`src/hw/rtl/otq_pkg.sv`:
```
// Shared constants, codes and types of the ordered timer queue.
`timescale 1ns / 1ps
package otq_pkg;
   localparam int SLOTS  = 16;
   localparam int SLOT_W = $clog2(SLOTS);
   localparam int SC_W   = $clog2(SLOTS + 1);
   localparam int CNT_W  = $clog2(SLOTS + 1);
   localparam int ID_W   = 4;
   localparam int ACT_W  = 3;
   localparam int TIME_W = 48;
   localparam int PER_W  = 32;
   localparam int WIN_W  = 32;
   localparam logic [WIN_W-1:0] WINDOW_RESET = WIN_W'(60 * 60 * 1000);

   localparam logic [ACT_W-1:0] ACT_ADD     = 3'd0;
   localparam logic [ACT_W-1:0] ACT_CANCEL  = 3'd1;
   localparam logic [ACT_W-1:0] ACT_REFRESH = 3'd2;
   localparam logic [ACT_W-1:0] ACT_RESET   = 3'd3;
   localparam logic [ACT_W-1:0] ACT_QUERY   = 3'd4;
   localparam logic [ACT_W-1:0] ACT_COLLECT = 3'd5;
   localparam logic [ACT_W-1:0] ACT_RSVD0   = 3'd6;
   localparam logic [ACT_W-1:0] ACT_RSVD1   = 3'd7;

   typedef struct packed {
      logic [TIME_W-1:0] deadline;
      logic [PER_W-1:0]  period;
      logic              repeats;
   } entry_type;

   localparam int ENTRY_W = $bits(entry_type);
endpackage

```
`src/hw/rtl/otq_ram.sv`:
```
// Generic single-port-write, registered-read RAM.
`timescale 1ns / 1ps
module otq_ram #(
   parameter int WIDTH = 8,
   parameter int DEPTH = 16
) (
   input  logic                     clock,
   input  logic                     wr_en,
   input  logic [$clog2(DEPTH)-1:0] wr_addr,
   input  logic [WIDTH-1:0]         wr_data,
   input  logic [$clog2(DEPTH)-1:0] rd_addr,
   output logic [WIDTH-1:0]         rd_data
);
   logic [WIDTH-1:0] mem_ff [DEPTH];
   logic [WIDTH-1:0] rd_data_ff;

   always_ff @(posedge clock) begin
      if (wr_en) begin
         mem_ff[wr_addr] <= wr_data;
      end
      rd_data_ff <= mem_ff[rd_addr];
   end

   assign rd_data = rd_data_ff;
endmodule

```
`src/hw/rtl/ordered_timer_queue.sv`:
```
// Ordered timer queue: top level with sequencer and slot memory.
// One request is taken at a time. Every request reads and updates its slot,
// then scans the slot memory once for the earliest armed deadline and then
// delivers its response beats. A collect with any armed slot adds one scan to
// mark the expired slots and one scan per expired slot, plus a last one that
// finds none, to pick them in deadline order. All scans go through the one
// read port of the slot memory, one slot per cycle. There is no clearing pass
// after reset.
`timescale 1ns / 1ps
module ordered_timer_queue (
   input  logic                       clock,
   input  logic                       reset,
   input  logic                       req_tvalid,
   output logic                       req_tready,
   // timer_id, period, recurring, rebase, now
   input  logic [87:0]                req_tdata,
   // action
   input  logic [otq_pkg::ACT_W-1:0]  req_tuser,
   output logic                       rsp_tvalid,
   input  logic                       rsp_tready,
   // ok, is_earliest, has_timer, wait_time, expired_id
   output logic [55:0]                rsp_tdata,
   // expired_valid
   output logic [0:0]                 rsp_tuser,
   output logic                       rsp_tlast,
   input  logic                       csr_valid,
   output logic                       csr_ready,
   input  logic [otq_pkg::WIN_W-1:0]  csr_data
);
   import otq_pkg::*;

   localparam logic [2:0] ST_IDLE  = 3'd0;
   localparam logic [2:0] ST_READ  = 3'd1;
   localparam logic [2:0] ST_MOD   = 3'd2;
   localparam logic [2:0] ST_XSCAN = 3'd3;
   localparam logic [2:0] ST_PSCAN = 3'd4;
   localparam logic [2:0] ST_ESCAN = 3'd5;
   localparam logic [2:0] ST_EMIT  = 3'd6;

   logic [2:0]        st_ff, st_in;
   logic [ACT_W-1:0]  act_ff, act_in;
   logic [ID_W-1:0]   id_ff, id_in;
   logic [PER_W-1:0]  rc_ff, rc_in;
   logic              rec_ff, rec_in, fn_ff, fn_in;
   logic [TIME_W-1:0] now_ff, now_in;
   logic              ok_ff, ok_in, roll_ff, roll_in, early_ff, early_in;
   logic              has_ff, has_in;
   logic [TIME_W-1:0] prev_ff, prev_in, wait_ff, wait_in;
   logic [WIN_W-1:0]  win_ff, win_in;
   logic [SLOTS-1:0]  armed_ff, armed_in, xm_ff, xm_in, tk_ff, tk_in;
   logic [SC_W-1:0]   sc_ff, sc_in;
   logic              pv_ff, pv_in;
   logic [SLOT_W-1:0] pi_ff, pi_in, bi_ff, bi_in;
   logic              bf_ff, bf_in, br_ff, br_in;
   logic [TIME_W-1:0] bd_ff, bd_in;
   logic [PER_W-1:0]  bp_ff, bp_in;
   logic [CNT_W-1:0]  cnt_ff, cnt_in, eidx_ff, eidx_in;
   logic [SLOT_W-1:0] list_ff [SLOTS];
   logic [SLOT_W-1:0] list_in [SLOTS];

   logic              we;
   logic [SLOT_W-1:0] waddr, raddr;
   entry_type         wdata, rdata;
   logic [SLOT_W-1:0] slot;
   logic              inrange, hit, issuing, scan_done, cand, better;
   logic [TIME_W-1:0] base, wvec;
   logic [TIME_W-1:0] addend;
   logic              last_beat;

   otq_ram #(.WIDTH(ENTRY_W), .DEPTH(SLOTS)) u_slot_ram (
      .clock  (clock),
      .wr_en  (we),
      .wr_addr(waddr),
      .wr_data(wdata),
      .rd_addr(raddr),
      .rd_data(rdata)
   );

   assign slot      = SLOT_W'(id_ff);
   assign inrange   = 32'(id_ff) < SLOTS;
   assign hit       = inrange && armed_ff[slot];
   assign issuing   = sc_ff != SC_W'(SLOTS);
   assign scan_done = !issuing && !pv_ff;
   assign better    = !bf_ff || (rdata.deadline < bd_ff);
   assign last_beat = (cnt_ff == '0) || (eidx_ff == cnt_ff - CNT_W'(1));

   assign req_tready = st_ff == ST_IDLE;
   assign csr_ready  = 1'b1;
   assign rsp_tvalid = st_ff == ST_EMIT;
   assign rsp_tlast  = last_beat;
   assign rsp_tuser  = cnt_ff != '0;
   assign rsp_tdata  = {1'b0,
                        (cnt_ff == '0) ? ID_W'(0) : ID_W'(list_ff[SLOT_W'(eidx_ff)]),
                        wait_ff, has_ff, early_ff, ok_ff};

   always_comb begin
      unique case (st_ff)
         ST_XSCAN: cand = armed_ff[pi_ff];
         ST_PSCAN: cand = xm_ff[pi_ff] && !tk_ff[pi_ff];
         ST_ESCAN: cand = armed_ff[pi_ff];
         default:  cand = 1'b0;
      endcase
      priority if (act_ff == ACT_ADD) begin
         base   = now_ff;
         addend = TIME_W'(rc_ff);
      end else if (act_ff == ACT_REFRESH) begin
         base   = now_ff;
         addend = TIME_W'(rdata.period);
      end else if (fn_ff) begin
         base   = now_ff;
         addend = TIME_W'(rc_ff);
      end else begin
         base   = rdata.deadline - TIME_W'(rdata.period);
         addend = TIME_W'(rc_ff);
      end
      wvec = base + addend;
   end

   always_comb begin
      st_in    = st_ff;
      act_in   = act_ff;
      id_in    = id_ff;
      rc_in    = rc_ff;
      rec_in   = rec_ff;
      fn_in    = fn_ff;
      now_in   = now_ff;
      ok_in    = ok_ff;
      roll_in  = roll_ff;
      early_in = early_ff;
      has_in   = has_ff;
      prev_in  = prev_ff;
      wait_in  = wait_ff;
      win_in   = win_ff;
      armed_in = armed_ff;
      xm_in    = xm_ff;
      tk_in    = tk_ff;
      sc_in    = sc_ff;
      pv_in    = 1'b0;
      pi_in    = pi_ff;
      bi_in    = bi_ff;
      bf_in    = bf_ff;
      br_in    = br_ff;
      bd_in    = bd_ff;
      bp_in    = bp_ff;
      cnt_in   = cnt_ff;
      eidx_in  = eidx_ff;
      list_in  = list_ff;
      we       = 1'b0;
      waddr    = slot;
      wdata    = '{deadline: wvec, period: rc_ff, repeats: rdata.repeats};
      raddr    = slot;

      if (csr_valid && csr_ready) begin
         win_in = csr_data;
      end

      if (st_ff == ST_XSCAN || st_ff == ST_PSCAN || st_ff == ST_ESCAN) begin
         raddr = sc_ff[SLOT_W-1:0];
         if (issuing) begin
            sc_in = sc_ff + SC_W'(1);
            pv_in = 1'b1;
            pi_in = sc_ff[SLOT_W-1:0];
         end
         if (pv_ff && cand) begin
            if (st_ff == ST_XSCAN) begin
               xm_in[pi_ff] = roll_ff || (rdata.deadline <= now_ff);
            end else if (better) begin
               bf_in = 1'b1;
               bi_in = pi_ff;
               bd_in = rdata.deadline;
               bp_in = rdata.period;
               br_in = rdata.repeats;
            end
         end
      end

      unique case (st_ff)
         ST_IDLE: begin
            if (req_tvalid) begin
               act_in  = req_tuser;
               id_in   = req_tdata[3:0];
               rc_in   = req_tdata[35:4];
               rec_in  = req_tdata[36];
               fn_in   = req_tdata[37];
               now_in  = req_tdata[85:38];
               cnt_in  = '0;
               eidx_in = '0;
               early_in = 1'b0;
               st_in   = ST_READ;
            end
         end
         ST_READ: begin
            st_in = ST_MOD;
         end
         ST_MOD: begin
            ok_in = 1'b0;
            sc_in = '0;
            bf_in = 1'b0;
            st_in = ST_ESCAN;
            unique case (act_ff)
               ACT_ADD: begin
                  if (inrange) begin
                     we    = 1'b1;
                     wdata = '{deadline: wvec, period: rc_ff, repeats: rec_ff};
                     armed_in[slot] = 1'b1;
                     ok_in = 1'b1;
                  end
               end
               ACT_CANCEL: begin
                  if (hit) begin
                     armed_in[slot] = 1'b0;
                     ok_in = 1'b1;
                  end
               end
               ACT_REFRESH: begin
                  if (hit) begin
                     we    = 1'b1;
                     wdata = '{deadline: wvec, period: rdata.period,
                               repeats: rdata.repeats};
                     ok_in = 1'b1;
                  end
               end
               ACT_RESET: begin
                  if (hit) begin
                     ok_in = 1'b1;
                     we    = !(rc_ff == rdata.period && !fn_ff);
                  end
               end
               ACT_QUERY: begin
                  ok_in = 1'b1;
               end
               ACT_COLLECT: begin
                  ok_in = 1'b1;
                  if (armed_ff != '0) begin
                     roll_in = (prev_ff >= TIME_W'(win_ff)) &&
                               (now_ff < prev_ff - TIME_W'(win_ff));
                     prev_in = now_ff;
                     xm_in   = '0;
                     tk_in   = '0;
                     st_in   = ST_XSCAN;
                  end
               end
               default: begin
                  ok_in = 1'b0;
               end
            endcase
         end
         ST_XSCAN: begin
            if (scan_done) begin
               sc_in = '0;
               bf_in = 1'b0;
               st_in = ST_PSCAN;
            end
         end
         ST_PSCAN: begin
            if (scan_done) begin
               sc_in = '0;
               bf_in = 1'b0;
               if (bf_ff) begin
                  tk_in[bi_ff] = 1'b1;
                  list_in[cnt_ff[SLOT_W-1:0]] = bi_ff;
                  cnt_in = cnt_ff + CNT_W'(1);
                  waddr  = bi_ff;
                  wdata  = '{deadline: now_ff + TIME_W'(bp_ff), period: bp_ff,
                             repeats: br_ff};
                  if (br_ff) begin
                     we = 1'b1;
                  end else begin
                     armed_in[bi_ff] = 1'b0;
                  end
               end else begin
                  st_in = ST_ESCAN;
               end
            end
         end
         ST_ESCAN: begin
            if (scan_done) begin
               has_in   = bf_ff;
               early_in = (act_ff == ACT_ADD) && ok_ff && bf_ff && (bi_ff == slot);
               if (!bf_ff) begin
                  wait_in = '1;
               end else if (now_ff >= bd_ff) begin
                  wait_in = '0;
               end else begin
                  wait_in = bd_ff - now_ff;
               end
               st_in = ST_EMIT;
            end
         end
         ST_EMIT: begin
            if (rsp_tready) begin
               if (last_beat) begin
                  st_in = ST_IDLE;
               end else begin
                  eidx_in = eidx_ff + CNT_W'(1);
               end
            end
         end
         default: begin
            st_in = ST_IDLE;
         end
      endcase
   end

   always_ff @(posedge clock) begin
      if (reset) begin
         st_ff    <= ST_IDLE;
         armed_ff <= '0;
         prev_ff  <= '0;
         win_ff   <= WINDOW_RESET;
         pv_ff    <= 1'b0;
         cnt_ff   <= '0;
         eidx_ff  <= '0;
      end else begin
         st_ff    <= st_in;
         armed_ff <= armed_in;
         prev_ff  <= prev_in;
         win_ff   <= win_in;
         pv_ff    <= pv_in;
         cnt_ff   <= cnt_in;
         eidx_ff  <= eidx_in;
      end
      act_ff   <= act_in;
      id_ff    <= id_in;
      rc_ff    <= rc_in;
      rec_ff   <= rec_in;
      fn_ff    <= fn_in;
      now_ff   <= now_in;
      ok_ff    <= ok_in;
      roll_ff  <= roll_in;
      early_ff <= early_in;
      has_ff   <= has_in;
      wait_ff  <= wait_in;
      xm_ff    <= xm_in;
      tk_ff    <= tk_in;
      sc_ff    <= sc_in;
      pi_ff    <= pi_in;
      bi_ff    <= bi_in;
      bf_ff    <= bf_in;
      br_ff    <= br_in;
      bd_ff    <= bd_in;
      bp_ff    <= bp_in;
      list_ff  <= list_in;
   end
endmodule

```
`config.mk`:
```
export PLATFORM = sky130hd
export DESIGN_NAME = ordered_timer_queue
export DESIGN_NICKNAME = d
export VERILOG_FILES = /design/src/hw/rtl/otq_pkg.sv /design/src/hw/rtl/otq_ram.sv /design/src/hw/rtl/ordered_timer_queue.sv
export SDC_FILE = /design/constraint.sdc
export NUM_CORES = 2
export LEC_CHECK = 0
export ABC_AREA = 1
export BUFFER_PORTS_ARGS = -buffer_cell sky130_fd_sc_hd__buf_4
export CORE_MARGIN = 3
export CORE_UTILIZATION = 60
export CTS_CLUSTER_DIAMETER = 100
export DETAILED_ROUTE_END_ITERATION = 8
export PLACE_DENSITY_LB_ADDON = 0.25
export SETUP_SLACK_MARGIN = 0.5
export SKIP_LAST_GASP = 1
export SLEW_MARGIN = 10
export SYNTH_ARGS = -nofsm -noshare
export SYNTH_HDL_FRONTEND = slang
export SYNTH_SLANG_ARGS = --single-unit
```
`constraint.sdc`:
```
create_clock -name clock -period 8.8 [get_ports clock]
set_input_delay 0.44 -clock clock [delete_from_list [all_inputs] [get_ports clock]]
set_output_delay 0.44 -clock clock [all_outputs]
set_load 0.01 [all_outputs]
```
==> flow_summary.toml <==
[power_and_ir_drop]
p_total_mw = 35.53
leakagePower_nw = 35.70
power.density_nw_per_um2 = 365.2
ir_drop_mv = 0.3649

[sta]
fin_skew_ns = 0.05587
final-setup-viol-count = 0
timing.hold.ws_ns = 0.09151
rsz0062_at_grt = "no"
fin_ws_ns = 2.744
fin_crit_ns = 6.056
maxSlewViolCount = 0
max_freq_mhz = 165.1
setup_tns_ns = 0
hold_viol = 0
slew-limit-headroom = 0.1179
worst_slew_pin_slew_ns = 1.314
period_share = 0.6882

[finish]
syn2layout_area_growth_pct = 12.42
finalInstanceArea_um2 = 97310
num-fill-cells = 10340
final_common_cell = "edfxtp_1"
final_layout_size_suffix_gt1_frac = 0.07582
seq_area_um2 = 52490
final_nets = 9034
layout.cells.non_filler = 10620
final_util = 0.6832
final_cell_mix = "edfxtp_1 (1606), nor2_1 (1217), o21ai_0 (1074)"
multiInputGateArea_um2 = 30180

[clock_tree]
clk_latency_ns = 0.84
clk_path_buf_depth = 3
cts_root_buffer = "clkbuf_16"
cts_tree = "yes"
postCtsResizedCells = 0
clkSinkCount = 1819
numCtsBuffers = 177
path_clk_slew_ns = 0.06
htreeDepth = 4

[worst_setup_path]
crit_arrival_ns = 6.50
cp-endpoint = "u_slot_ram.mem_ff[1][67]$_DFFE_PP_"
reg2reg_depth = 20
critical_path_class = "reg -> reg"
r2r_slack_ns = 2.74
critical_path.max_stage_delay_ns = 0.87
rr_endpoint = "u_slot_ram.mem_ff[1][67]$_DFFE_PP_"
crit_chain = "nor2_1 -> nor2_4 -> inv_1 -> o21ai_0 -> ha_1 -> fa_1 -> nand2_1 -> inv_1 -> o21ai_1 -> nand2_1 -> nand2_1 -> nand2_1 -> a21oi_1 -> o21ai_0 -> a21boi_0 -> o21ai_0 -> nand2_1 -> nand2_2 -> xnor2_1 -> a21oi_1"
endpoint_kind = "register"
start_kind = "register"
worstPathMaxFanout = 23
crit_required_ns = 9.25
cp_slowest_cell = "a21oi_1"
cpMostUsedCell = "nand2_1"
cp-startpoint = "act_ff[2]$_DFFE_PP_"
worstReg2RegStart = "act_ff[2]$_DFFE_PP_"

[yosys]
synth_cell_types = 65
async_reset_ff_frac = 0
synth-seq-area-share = 0.6064
yosysTopAreaCellShare = 0.5571
synth.avg_cell_area_um2 = 10.36
ys_seq_elements = 1819
synth_cells = 8358
yosys.area.top_type = "edfxtp_1"
synth_fp_nets = 8817
synth_edf_count = 1606
synth.area.top_cells = "edfxtp_1 (56%), o21ai_0 (6.2%), nor2_1 (5.4%), dfxtp_1 (4.9%), ha_1 (4.7%)"
syn_area_um2 = 86560
ys.flop_type = "edfxtp_1"
yosys_warnings = 0

[placed_design]
port-buffer-count = 184
placed_area_um2 = 90030
gp_congestion = 0.9878
post-place-cells = 10150
dp_hpwl_um = 168500
detailedPlace.worstSlack_ns = 2.806

[drt]
drt_iter0_drc = 8585
firstDrtPassIters = 6
vias = 67660
ant_nets = 0
routedWlPerCell_um = 25.30
drc = 0
viasPerCell = 6.370
wl_um = 268700

[floorplanning]
dieArea_um2 = 148900
die_width_um = 385.8
start_util = 0.6077
rows = 138
ios = 189
fp.dieH_um = 385.8
core_area_um2 = 142400

[status]
status = "completed"

[global_routing]
grt_max_degree = 247
met3_usage = 0.06027
busiest_layer = "met2"
overflow = 0
met2_usage = 0.5517
use_met1 = 0.4993
antenna_found_initial = 7
grt_pass1_wl_um = 394500
gr-usage-all-layers = 0.3545
grt_pass1_vias = 64190

[flow_run]
cap_violations = 0

[worst_hold_path]
hold_class = "in -> reg"
-- final cells by class --
class	count	share of cell area
flip-flops and latches	1819	0.5394
well taps	1890	0.02430
inverters	684	0.02673
multi-input cells	5476	0.3101
repair buffers	417	0.03883
clock buffers	241	0.05039
clock inverters	94	0.01023
diodes	1	0.00002571
-- registers in the layout (all words and copies together), names as in the netlist, 48 cells and up, named ones only --
register and flops:
list_ff 64, now_ff 48, bd_ff 48, u_slot_ram.rd_data 81
u_slot_ram.mem_ff 1296, wait_ff 48, prev_ff 48
-- cell families (layout without fill, tap and decap cells) --
family / after synthesis / count (layout) / share of synthesized area
fa+ha+maj: 331 / 331 / 0.04828
flops: 1819 / 1819 / 0.6064
xor+xnor: 139 / 139 / 0.01406
other cells: 2 / 3 / 0.00008676
mux: 8 / 8 / 0.0009251
simple gates: 2648 / 2648 / 0.1240
buf+inv: 1063 / 1436 / 0.04764
compound gates: 2348 / 2348 / 0.1586
-- cells in the mapped netlist, types with 45 or more instances --
cell type,count
a21oi_1,519
a31oi_1,58
buf_2,63
clkbuf_1,284
dfxtp_1,213
edfxtp_1,1606
ha_1,326
inv_1,664
nand2_1,958
nand3_1,253
nand4_1,45
nor2_1,1234
nor3_1,64
o211ai_1,93
o21ai_0,1077
o21ai_1,60
o221ai_1,266
o22ai_1,102
xnor2_1,67
xor2_1,72
-- per-layer routing --
layer | part of all wire | up-vias
met2 | 0.45 | 3866
met1 | 0.40 | 32640
li1 | - | 30540
met4 | 0.040 | 0
met3 | 0.11 | 612
met5 | 0 | -
-- critical path, delay by kind of cell (launching register included) --
kind            cells  cell delay, ns
xor+xnor            1            0.15
fa+ha+maj           2            0.70
buf+inv             2            0.72
compound gates      7            2.53
flops               1            0.46
simple gates        8            1.11
-- how the worst min path moves through the flow --
stage                                        start                endpoint  depth (start not counted)
floorplan           u_slot_ram.rd_data[16]$_DFF_P_     bp_ff[15]$_DFFE_PP_                          0
global placement     u_slot_ram.rd_data[6]$_DFF_P_      bp_ff[5]$_DFFE_PP_                          0
detailed placement   u_slot_ram.rd_data[6]$_DFF_P_      bp_ff[5]$_DFFE_PP_                          0
CTS                                      csr_valid  win_ff[0]$_SDFFE_PP0P_                          3
global route                            req_tvalid      id_ff[3]$_DFFE_PP_                          3
finish                                  req_tvalid      id_ff[2]$_DFFE_PP_                          3
-- power by group --
| group | total [mW] | leakage [nW] | internal (mW) | switching (mW) |
|---|---|---|---|---|
| Combinational | 15.0 | 16.6 | 3.99 | 11.0 |
| Sequential | 12.8 | 16.2 | 12.1 | 0.752 |
| Clock | 7.69 | 2.87 | 4.38 | 3.31 |
-- repair_timing --
action	in CTS	in global routing
hold buffers	134	0
endpoints found under the setup margin	0	0
endpoints found under the hold margin	123	0
buffers inserted	0	0
Note: power is estimated with default switching activity, not from simulation.
